<file path="config.mk">
export PLATFORM = sky130hd
export DESIGN_NAME = lrc_ram
export DESIGN_NICKNAME = d
export VERILOG_FILES = /design/src/lrc_ram.sv
export SDC_FILE = /design/constraint.sdc
export NUM_CORES = 1
export LEC_CHECK = 0
export BUFFER_PORTS_ARGS = -buffer_cell sky130_fd_sc_hd__buf_4
export CAP_MARGIN = 20
export CORE_MARGIN = 10
export CORE_UTILIZATION = 50
export DETAILED_ROUTE_END_ITERATION = 8
export PLACE_DENSITY = 0.69
export SETUP_SLACK_MARGIN = 0.5
export SLEW_MARGIN = 20
export SYNTH_ARGS = -nofsm -noshare
export SYNTH_HDL_FRONTEND = slang
export SYNTH_SLANG_ARGS = --single-unit
export TNS_END_PERCENT = 1
</file>
<file path="constraint.sdc">
create_clock -name i_clk -period 2.6 [get_ports i_clk]
set_clock_uncertainty 0.05 [all_clocks]
set_input_delay 0.13 -clock i_clk [delete_from_list [all_inputs] [get_ports i_clk]]
set_output_delay 0.13 -clock i_clk [all_outputs]
set_load 0.01 [all_outputs]
</file>
<file path="src/lrc_ram.sv">
`timescale 1ns / 1ps
// Generic single-write, single-read synchronous RAM with registered read data.
// No dependencies.
module lrc_ram #(
    parameter int WIDTH = 8,
    parameter int DEPTH = 64
) (
    input  logic                     i_clk,
    input  logic                     i_we,
    input  logic [$clog2(DEPTH)-1:0] i_waddr,
    input  logic [WIDTH-1:0]         i_wdata,
    input  logic                     i_re,
    input  logic [$clog2(DEPTH)-1:0] i_raddr,
    output logic [WIDTH-1:0]         o_rdata
);
    logic [WIDTH-1:0] r_mem [DEPTH];
    logic [WIDTH-1:0] r_rdata;

    always_ff @(posedge i_clk) begin
        if (i_we) begin
            r_mem[i_waddr] <= i_wdata;
        end
        if (i_re) begin
            r_rdata <= r_mem[i_raddr];
        end
    end

    assign o_rdata = r_rdata;
endmodule

</file>
-- After elaboration in Yosys (flattened, before gate mapping)
Memory sizes are Yosys's and may differ from the RTL's. A register that Yosys moved wholly into a read port is not among the register bits.
Cells that the tools add are included.
- register bits: 0
- memory bits (writable): 512
- output and inout bits: 8
- word-level logic and storage cells: 3
- memories kept: 1
- muxes and demuxes: 2
- memory list (name ; depth ; bits a word ; rd ports ; clocked after memory_dff ; write ports ; line ; source):
    r_mem ; 64 ; 8 ; 1 ; 1 ; 1 ; 16 ; logic [WIDTH-1:0] r_mem [DEPTH];
- operators by type and width (operator ; count):
    $mux W1 ; 2

-- Logic depth before layout (Yosys ltp)
- word-level depth: 2
- gate-level depth with buffers: 9

-- Worst setup path before layout
No wires, ideal clock.
- path kind: input to register
- start point: in i_raddr[1]
- end point: reg r_rdata[3] (netlist: o_rdata[3]) (read register of r_mem), data pin
- library setup time: 0.266 ns
- arrival: 1.670 ns
- slack: 0.614 ns
- stages: 7
- buffers on the path: 3
- cells stage by stage: buf_4 > buf_2 > buf_2 > mux4_2 > mux4_2 > o21ai_1 > o41ai_1
- RTL lines (element ; line ; source):
    from (decl) ; 13 ; input logic [$clog2(DEPTH)-1:0] i_raddr,
    to (decl) ; 17 ; logic [WIDTH-1:0] r_rdata;

==> results.json <==
{
  "io_buffers": 30,
  "die_w_um": 221.2,
  "grt_pass1_wl_um": 66870,
  "vias": 9942,
  "relSlewSlack_pct": 51.59,
  "clk_latency_ns": 0.59,
  "worstRegToRegCells": 5,
  "crit_path_max_fanout": 1,
  "cts_inserted_buffers": 51,
  "cts_tree": "yes",
  "syn_inst": 940,
  "status": "finished, final reports clean",
  "yosysSeqAreaShare_pct": 77.12,
  "place_hpwl_um": 27160,
  "syn_area_mm2": 0.02025,
  "synth_area_leader_cell": "edfxtp_1",
  "holdWs_ns": 0.04191,
  "layout-drive-gt1-share_pct": 31.10,
  "setup_tns_ns": 0,
  "cts_sinks": 520,
  "grt_max_degree": 65,
  "p_leak_nw": 7.521,
  "rows": 73,
  "critPathArrivalTime_ns": 2.40,
  "fin_crit_sh_pct": 81.25,
  "drv_cap": 0,
  "setup_viol": 0,
  "syn_nets": 963,
  "yosys.area.top_type_share_pct": 77.12,
  "yosysMostFrequentCell": "edfxtp_1",
  "synth-main-ff-cell": "edfxtp_1",
  "dr.pass1.iters": 7,
  "whs_path_depth": 3,
  "antenna_found_initial": 0,
  "fin_crit_ns": 2.113,
  "drc": 0,
  "async_flop_share_pct": 0,
  "groute.usage.overall_pct": 17.97,
  "p_per_area_mw_per_mm2": 753.1,
  "overflow": 0,
  "final_nets": 1101,
  "netlist_top_cells_area": "edfxtp_1, mux4_2, nor2_1, mux2i_1, mux2_2",
  "setup_slack_ns": 0.4875,
  "endpoint_kind": "flop",
  "postCtsSetupBuffers": 0,
  "worstSetupStartpointType": "flop",
  "antenna_cells": 0,
  "clockRootBuffer": "clkbuf_16",
  "rsz0062_at_grt": "yes",
  "yosys-top-cells-count": "edfxtp_1, mux4_2, nor2_1",
  "reg2reg_slack_ns": 0.49,
  "avgViaCountPerCell": 6.047,
  "die_area_mm2": 0.04894,
  "hold_end": "r_mem[49][7]",
  "io_pins": 31,
  "initial_core_util_pct": 50.73,
  "routabilityCongestion": 0.8168,
  "synth-edff-count": 520,
  "cp.required_ns": 2.89,
  "h-tree-depth": 2,
  "postSynthAreaPerCell_um2": 21.54,
  "postRouteAntennaNets": 0,
  "core_area_mm2": 0.03991,
  "synth.distinct_cells": 39,
  "grt_pass1_vias": 10328,
  "crit-reg2reg-launch": "r_mem[47][2]",
  "fmax_mhz": 473.4,
  "clk_pin_slew_ns": 0.06,
  "timing_hold_violations_final": 0,
  "holdCritPathClass": "input pin to flop",
  "hp-start": "i_waddr[0]",
  "critPathKind": "flop to flop",
  "routed_wl_um": 44080,
  "ir_worst_vdd_mv": 0.5060,
  "die_y_um": 221.2,
  "ys_ff_latch": 520,
  "finalMaxSlewViolations": 0,
  "routedWlPerCell_um": 26.82,
  "yosysWarningCount": 0,
  "reg2reg_to": "o_rdata[2]",
  "drt-initial-drc-count": 1038,
  "dp_slack_ns": 0.1774,
  "clk_path_buf_depth": 3,
  "syn2layout_area_growth_pct": 15.71,
  "tightestPinTransition_ns": 0.7262
}
-- how the worst max path moves through the flow --
| stage | start | slack, ns | depth (start not counted) | endpoint |
|---|---|---|---|---|
| CTS | r_mem[47][2] | 0.48 | 5 | o_rdata[2] |
| detailed placement | i_raddr[0] | 0.18 | 7 | o_rdata[0] |
| global placement | i_raddr[0] | 0.20 | 7 | o_rdata[0] |
| floorplan | i_raddr[1] | 0.61 | 7 | o_rdata[3] |
| finish | r_mem[47][2] | 0.49 | 5 | o_rdata[2] |
| global route | r_mem[45][2] | 0.45 | 5 | o_rdata[2] |
-- per-layer routing --
layer	part of all wire [%]	GRT usage [%]	routed length, um
met5	0	0	0
met2	48	27.96	21290
met3	5.9	3.467	2620
met4	2.4	5.658	1071
met1	43	25.29	19100
-- placed cells by master, fill, tap and decap left out, types with 4 or more instances in the layout --
master	synthesis	final
edfxtp_1	520	520
mux4_2	126	126
buf_4	13	123
nor2_1	83	82
clkbuf_16	0	53
mux2i_1	23	23
nand2_1	19	19
nor2b_1	14	14
mux2_2	13	13
nand3_1	13	13
clkinv_1	0	13
clkbuf_1	17	9
o221ai_1	8	8
o22ai_1	8	8
nand2b_1	7	7
clkinv_2	0	7
bufinv_16	0	7
buf_12	2	7
nor3_1	7	5
a221oi_1	6	5
dlygate4sd3_1	0	5
a211oi_1	4	4
-- layout make-up --
| class | instances | area [um^2] |
|---|---|---|
| fillers | 2829 | 16490 |
| flip-flops and latches | 520 | 15620 |
| multi-input cells | 369 | 4334 |
| clock buffers | 62 | 1360 |
| repair buffers | 136 | 1127 |
| well taps | 525 | 656.9 |
| clock inverters | 32 | 334.1 |
-- through the flow --
step / util, % / cell area (um^2) / std cells / power [mW]
final: 58.69 / 23430 / 1644 / 17.64
after global routing: 58.69 / 23430 / 1644 / 18.16
after CTS: 58.69 / 23430 / 1644 / 17.78
after detailed placement: 54.28 / 21660 / 1545 / 10.39
after global placement: 54.28 / 21660 / 1545 / 10.37
after floorplan: - / 20250 / 940 / 9.988
-- where the power goes --
part	leakage [nW]	switching, mW	internal (mW)
Sequential	4.69	0.0245	9.30
Combinational	2.02	0.523	0.363
Clock	0.819	3.03	4.41
Total	7.52	3.58	14.1
-- flip-flops by register name, indices dropped and copies added, names as in the netlist --
| register | count |
|---|---|
| r_mem | 512 |
| o_rdata | 8 |
-- logic make-up (layout without fill, tap and decap cells) --
family          after synthesis  count (layout)  share of synthesized area, %
compound gates               54              54                         2.064
flops                       520             520                         77.12
simple gates                153             153                         3.374
buf+inv                      51             230                         1.563
mux                         162             162                         15.88
-- repair_timing --
item                                   in CTS  in global routing
endpoints found under the hold margin      19                  0
pin swaps                                   1                  0
setup endpoints to repair                   4                  6
resized for setup                           3                  1
hold buffers                                5                  0
-- critical path, stage by stage (launching register included) --
cell       delay [ns]
edfxtp_1         0.37
mux4_2           0.46
mux2_2           0.31
a221oi_1         0.44
buf_4            0.18
o2bb2ai_1        0.06
(Power assumes the default switching activity.)
