## config.mk

```make
export PLATFORM = sky130hd
export DESIGN_NAME = lrc_project
export DESIGN_NICKNAME = d
export VERILOG_FILES = /design/src/lrc_pkg.sv /design/src/lrc_project.sv
export SDC_FILE = /design/constraint.sdc
export NUM_CORES = 2
export LEC_CHECK = 0
export ABC_AREA = 1
export BUFFER_PORTS_ARGS = -buffer_cell sky130_fd_sc_hd__buf_4
export CAP_MARGIN = 15
export CORE_ASPECT_RATIO = 1.25
export CORE_MARGIN = 4
export CORE_UTILIZATION = 62
export DETAILED_ROUTE_END_ITERATION = 8
export PLACE_DENSITY = 0.79
export SKIP_LAST_GASP = 1
export SLEW_MARGIN = 10
export SYNTH_ARGS = -nofsm -noshare
export SYNTH_HDL_FRONTEND = slang
export SYNTH_SLANG_ARGS = --single-unit
```

## constraint.sdc

```tcl
create_clock -name i_clk -period 24.5 [get_ports i_clk]
set_input_delay 4.9 -clock i_clk [delete_from_list [all_inputs] [get_ports i_clk]]
set_output_delay 4.9 -clock i_clk [all_outputs]
set_load 0.05 [all_outputs]
```

## src/lrc_pkg.sv

```systemverilog
`timescale 1ns / 1ps
// Shared types, constants and helpers for the lidar return to Cartesian core.
// No dependencies; imported by the yaw, projection and top-level files.
package lrc_pkg;

    localparam int LASERS_PER_BLOCK          = 32;
    localparam int BEAM_COUNT                = 64;
    localparam int ROTATION_STEPS_PER_DEGREE = 100;
    localparam int BEAM_W                    = $clog2(BEAM_COUNT);

    // yaw angle reduction, all settled at elaboration
    localparam longint HALF_PI_Q29 = 843314857;
    localparam longint QUARTER     = 90 * ROTATION_STEPS_PER_DEGREE;
    localparam longint FULL_TURN   = 4 * QUARTER;
    localparam longint Z_INT       = HALF_PI_Q29 / QUARTER;
    localparam longint Z_FRAC      = HALF_PI_Q29 % QUARTER;
    localparam longint RECIP_Q32   = (64'sd1 <<< 32) / QUARTER;
    localparam longint CORDIC_GAIN = 652032871;

    localparam int CORDIC_STEPS = 16;
    localparam int YAW_LAT      = 6 + CORDIC_STEPS;   // turn register to trig output
    localparam int PROJ_LAT     = 4;

    localparam logic signed [31:0] ATAN_Q29 [CORDIC_STEPS] = '{
        32'sd421657428, 32'sd248918915, 32'sd131521918, 32'sd66762579,
        32'sd33510844,  32'sd16771758,  32'sd8387925,   32'sd4194219,
        32'sd2097141,   32'sd1048575,   32'sd524288,    32'sd262144,
        32'sd131072,    32'sd65536,     32'sd32768,     32'sd16384
    };

    // configuration register indexes
    localparam logic [3:0] CFG_MIN_DIST  = 4'd0;
    localparam logic [3:0] CFG_MAX_DIST  = 4'd1;
    localparam logic [3:0] CFG_BANK_CODE = 4'd2;
    localparam logic [3:0] CFG_APPLY_COR = 4'd3;

    localparam logic KIND_RETURN = 1'b0;

    localparam int ENTRY_W = 16 + 16 + 13;

    typedef struct packed {
        logic                valid;
        logic [BEAM_W-1:0]   beam;
        logic [15:0]         azimuth;
        logic signed [17:0]  corr_dist;
        logic signed [15:0]  cos_e;
        logic signed [15:0]  sin_e;
    } t_meta;

    // Q2.30 to Q1.15, round half up, saturate
    function automatic logic signed [16:0] to_q15(input logic signed [32:0] v);
        logic signed [33:0] t;
        begin
            t = (34'(v) + 34'sd16384) >>> 15;
            if (t > 34'sd32767)
                to_q15 = 17'sd32767;
            else if (t < -34'sd32768)
                to_q15 = -17'sd32768;
            else
                to_q15 = t[16:0];
        end
    endfunction

endpackage

```

## src/lrc_project.sv

```systemverilog
`timescale 1ns / 1ps
// Projection pipeline: elevation times yaw, times range, round and saturate.
// Depends on lrc_pkg; its last stage is the core's output register.
module lrc_project
    import lrc_pkg::*;
(
    input  logic               i_clk,
    input  logic               i_rst_n,
    input  logic               i_en,
    input  t_meta              i_meta,
    input  logic signed [16:0] i_sin_y,
    input  logic signed [16:0] i_cos_y,
    output logic               o_valid,
    output logic [BEAM_W-1:0]  o_beam,
    output logic [15:0]        o_azimuth,
    output logic signed [17:0] o_dist,
    output logic signed [17:0] o_x,
    output logic signed [17:0] o_y,
    output logic signed [17:0] o_z
);
    t_meta              r_m1, r_m2, r_m3;
    logic signed [32:0] r_px1, r_py1;
    logic signed [33:0] r_pz1;
    logic signed [17:0] r_kx2, r_ky2, r_z2, r_z3;
    logic signed [35:0] r_mx3, r_my3;
    logic               r_valid;
    logic [BEAM_W-1:0]  r_beam;
    logic [15:0]        r_az;
    logic signed [17:0] r_dist, r_x, r_y, r_z;

    function automatic logic signed [17:0] sat18(input logic signed [36:0] v);
        logic signed [36:0] t;
        begin
            t = (v + 37'sd16384) >>> 15;
            if (t > 37'sd131071)       sat18 = 18'sd131071;
            else if (t < -37'sd131072) sat18 = -18'sd131072;
            else                       sat18 = t[17:0];
        end
    endfunction

    logic signed [33:0] n_kx, n_ky;
    always_comb begin
        n_kx = (34'(r_px1) + 34'sd16384) >>> 15;
        n_ky = (34'(r_py1) + 34'sd16384) >>> 15;
    end

    always_ff @(posedge i_clk) begin
        if (!i_rst_n) begin
            r_m1.valid <= 1'b0;
            r_m2.valid <= 1'b0;
            r_m3.valid <= 1'b0;
            r_valid    <= 1'b0;
        end else if (i_en) begin
            r_m1  <= i_meta;
            r_px1 <= 33'(i_meta.cos_e) * 33'(i_sin_y);
            r_py1 <= 33'(i_meta.cos_e) * 33'(i_cos_y);
            r_pz1 <= 34'(i_meta.sin_e) * 34'(i_meta.corr_dist);
            r_m2  <= r_m1;
            r_kx2 <= n_kx[17:0];
            r_ky2 <= n_ky[17:0];
            r_z2  <= sat18(37'(r_pz1));
            r_m3  <= r_m2;
            r_mx3 <= 36'(r_kx2) * 36'(r_m2.corr_dist);
            r_my3 <= 36'(r_ky2) * 36'(r_m2.corr_dist);
            r_z3  <= r_z2;
            r_beam <= r_m3.beam;
            r_az   <= r_m3.azimuth;
            r_dist <= r_m3.corr_dist;
            r_x    <= sat18(37'(r_mx3));
            r_y    <= sat18(37'(r_my3));
            r_z    <= r_z3;
            r_valid <= r_m3.valid;
        end
    end

    assign o_valid   = r_valid;
    assign o_beam    = r_beam;
    assign o_azimuth = r_az;
    assign o_dist    = r_dist;
    assign o_x       = r_x;
    assign o_y       = r_y;
    assign o_z       = r_z;
endmodule

```

; ---- Yosys cells after proc, flatten, opt, wreduce, memory -nomap -nowiden
; Cells that the tools add are included.
; W data, S select, Z words.
[totals]
word_cells = 48
reg_bits = 462
[op_classes]
magnitude_cmp = 6
reduce_logical = 1
muxes = 3
n_mul = 5
addsub = 5
[ops]
columns = operator, count
row1 = $add A36 B16 Y37 const B, 2
row2 = $mul A18 B18 Y36, 2
row3 = $add A33 B16 Y33 const B, 2
row4 = $mul A16 B17 Y33, 2
row5 = $mux W18, 3
row6 = $gt A22 B18 Y1 const B, 2
row7 = $lt A22 B18 Y1 const B, 2
row8 = $add A34 B16 Y35 const B, 1
row9 = $mul A16 B18 Y34, 1
row10 = $gt A20 B18 Y1 const B, 1
row11 = $lt A20 B18 Y1 const B, 1
row12 = $reduce_and A2 Y1, 1

; ---- Longest topological paths before layout
[depth]
ltp_word = 3
depth_mapped = 29
depth_no_buf = 27

; ---- Least setup slack after synthesis
; OpenSTA, ideal clock, no wires.
[synth_path]
path_kind = input port to flip-flop
startpoint = in i_rst_n
endpoint = reg r_az[0], in the netlist o_azimuth[0] (enable)
setup_time_ps = 736
t_required_ps = 23764
n_path_buf = 0
arrival_time_ps = 12360
path_stages = 2
path_slack_ps = 11404
cell_sequence = nand2_1 > inv_1
[synth_via]
elab_chain_len = 1
[synth_lines]
columns = element, line_no
row1 = from (decl), lrc_project.sv:8  ; input logic i_rst_n,
row2 = $reduce_and A2 Y1 (no line), -
row3 = to (signal assigned), lrc_project.sv:67  ; r_az <= r_m3.azimuth;
row4 = to (decl), lrc_project.sv:28  ; logic [15:0] r_az;
; Every way passes these cells.
; A chain may end at the register's enable or synchronous reset.

; ---- Final worst setup path
[layout_path]
startpoint = in i_meta[17] in the netlist's numbering
endpoint = reg r_py1[29], data pin
[layout_via]
elab_chain_len = 1
[layout_lines]
columns = element, line_no
row1 = from (decl), lrc_project.sv:10  ; input t_meta i_meta,
row2 = $mul A16 B17 Y33, lrc_project.sv:56  ; r_py1 <= 33'(i_meta.cos_e) * 33'(i_cos_y);
row3 = to (signal assigned), lrc_project.sv:56
row4 = to (decl), lrc_project.sv:22  ; logic signed [32:0] r_px1, r_py1;
; Every way passes these cells.

==> metrics.md <==
| Metric | Value |
|---|---|
| Ys async rst share | `0` |
| Final hold vios | `0` |
| Beginning of the worst hold path | `r_z2[16]` |
| Max Fclk | `between 0.09 and 0.1 GHz` |
| Layout cells sized above 1 | `0.03928` |
| Core box area | `between 100000 and 150000 um^2` |
| R2r worst-path depth | `23` |
| Seq/Total Area, Yosys | `0.1593` |
| Cell variety after synth | `between 40 and 50` |
| Setup bufs post-CTS | `0` |
| Root Buffer | `clkbuf_16` |
| CTS H-tree depth | `2` |
| Met1 global-route usage | `0.3475` |
| # hold bufs at CTS | `0` |
| Syn Area/Cell | `~8.3 um^2` |
| Area contributors post-synth | `fa_1 41%, edfxtp_1 16%, inv_1 14%, nand2_1 12%, ha_1 7.2%` |
| Row cnt | `around 140` |
| Detail Route Antenna Nets | `0` |
| Cell mode on critical path | `fa_1` |
| CTS tree | `built` |
| Pin count of the biggest net entering global routing | `180` |
| Vias in the first global route | `61070` |
| Gr busiest metal | `met2` |
| Net count, final | `between 10000 and 15000` |
| CP max stage delay | `around 730 ps` |
| DRT iter0 DRCs | `approximately 3500` |
| Reg2Reg Capture Point | `r_mx3[34]` |
| Clock Path Buffers | `3` |
| Crit path time final | `between 10000 and 15000 ps` |
| Vias per cell | `~5.3` |
| Final number of max-transition violations | `0` |
| Met2 usage | `0.5513` |
| Final setup viols | `0` |
| Status | `complete, no violations` |
| Die width | `316.3 um` |
| Critical Path Fanout Max | `32` |
| Num CTS Buffers | `42` |
| DRC Markers | `0` |
| First-pass GRT wire length | `between 300000 and 400000 um` |
| Critical-path cell list | `buf_4 -> nand2_1 -> inv_1 -> fa_1 -> fa_1 -> inv_1 -> fa_1 -> fa_1 -> fa_1 -> fa_1 -> inv_1 -> ha_1 -> nand2_1 -> nor2_1 -> inv_1 -> nor3_1 -> nand3_1 -> nand3_1 -> nand2_1` |
| Post-synth top area cell | `fa_1` |
| Vert. Die Dim | `393.4 um` |
| Synth Flop Type | `edfxtp_1` |
| Initial Utilization | `0.6241` |
| GR Util All Layers | `0.3031` |
| DRT Pass-1 Iters | `6` |
| WL/cell | `~17 um` |
| Mapped Cells | `~8900` |
| Maxcap violations | `0` |
| Global Route met3 Usage | `0.04911` |
| Slowest CP cell | `fa_1` |
| Mapped Nets | `around 11000` |
| Hold WC Path Type | `register to register` |
| Req. time, crit path | `about 25000 ps` |
| Worst setup SP type | `input port` |
| DP Wirelength | `roughly 140000 um` |
| RSZ-0062 raised after global routing | `false` |
| EDFF count, synth | `388` |
| Area of the mapped netlist | `~74000 um^2` |
| Yosys reg bits | `392` |
| Period utilisation layout | `0.4250` |
| Synth warn | `0` |
| TritonCTS Sinks | `about 390` |
| CP Capture Type | `register` |
| Crit. Startpoint | `i_meta[17]` |
| Setup TNS | `0 ps` |
| Synthesis-to-finish area growth | `5.198%` |
| Total die area | `124400 um^2` |
| Gates resized, CTS repair | `0` |
| Grt total ovfl | `0` |
| I/O Pins | `approximately 210` |
| Routed WL | `180500 um` |
| Global placer's final weighted congestion | `just under 1` |
| Clock Latency Late Sink | `around 620 ps` |
| R2R Setup Slk | `about 18000 ps` |
| Skew final | `approximately 48 ps` |
| Initial antenna violation count | `4` |
| Slew headroom | `0.2147` |
| Port Buffer Count | `between 200 and 250` |
| Worst slew pin tran | `between 1000 and 1500 ps` |
| Clk slew on worst S/H paths | `around 60 ps` |
| Via count | `about 55000` |
| CP arrival | `10780 ps` |
| Worst Setup EP | `r_py1[29]` |
| Reg-to-reg startpoint | `r_kx2[17]` |
| Synth top area share | `0.4063` |
| Crit Path Class | `input port to register` |
==> placed cells by master (no fill, tap or decap), types with 101 or more instances in the layout <==
master	synthesis	routed
xor2_1	101	101
nand3_1	187	187
nand2_1	2349	2349
o21ai_0	115	115
buf_4	1	225
edfxtp_1	388	388
fa_1	1495	1495
nor2_1	402	402
inv_1	2668	2667
ha_1	426	426
a21oi_1	169	169
==> kinds of logic (layout without fill, tap and decap cells) <==
| group | count (synthesis) | count (layout) | synth area share |
|---|---|---|---|
| DFF | 392 | 392 | 0.1593 |
| and+or+nand+nor | 3086 | 3086 | 0.1659 |
| AOI/OAI and AO/OA | 328 | 328 | 0.02404 |
| adders and majority gates | 1921 | 1921 | 0.4787 |
| buffers and inverters | 2993 | 2974 | 0.1533 |
| other | 0 | 1 | 0 |
| xor gates and xnor gates | 158 | 158 | 0.01879 |
==> worst max-delay path: cells and delay by family <==
family / cells / cell delay [ps]
AND/OR/NAND/NOR: 7 / 1280
buffers and inverters: 5 / 880
adder cells (fa/ha/maj): 7 / 3680
==> registers in the layout, summed over array words and instances (netlist names), 19 cells and up <==
| name | flops |
|---|---|
| r_m1 | 41 |
| r_m2 | 41 |
| r_m3 | 41 |
| r_mx3 | 22 |
| r_my3 | 22 |
| r_px1 | 19 |
| r_py1 | 19 |
| r_pz1 | 20 |
==> cells in the mapped netlist, drive strengths merged, types with 4 or more instances <==
library cell     n
a21o            10
a21oi          170
a31oi            4
buf             28
clkbuf         294
dfxtp            4
edfxtp         388
fa            1495
ha             426
inv           2669
nand2         2357
nand3          194
nand3b          10
nand4           28
nor2           411
nor3            42
nor4            13
o21a             5
o21ai          115
o21bai          21
or2             25
xnor2           57
xor2           101
==> worst min path at each step <==
stage                     cells after the start  slack, ps             to
after floorplan                               0        400   o_azimuth[0]
after global placement                        0        400       r_m3[54]
after detailed placement                      0        400  o_azimuth[13]
after CTS                                     0        420       r_z3[16]
after global routing                          0        420  o_azimuth[10]
final                                         0        420       r_z3[16]
==> layer usage <==
metal / wire length, um / up-vias / part of all wire
met2: 94280 / 2193 / 0.52
met1: 63650 / 26930 / 0.35
met5: 21 / - / 0.00012
li1: - / 25150 / -
met4: 9594 / 4 / 0.053
met3: 12970 / 743 / 0.072
==> layout make-up <==
type	count	area (um^2)
inverter	2671	10030
clock inverter	27	326.6
timing repair buffer	226	1709
multi-input combinational	5493	50630
clock buffer	50	1081
tap	1573	1968
sequential	392	11730
fill	9587	40540
antenna	1	2.502
==> per-stage QoR <==
step,hold slack [ps],util,setup slack (ps),std cells,cell area [um^2]
2_1_floorplan,400.3,-,11400,8878,73650
3_3_place_gp,400.7,0.6446,13570,10360,76070
3_5_place_dp,404.5,0.6446,13480,10360,76070
4_1_cts,416.5,0.6565,14130,10430,77480
5_1_grt,420.1,0.6565,13860,10430,77480
6_report,416.3,0.6565,14090,10430,77480
Power is left out: the tool's default activity adds up to more than one toggle a clock period on the data nets, which glitch-free logic cannot reach.
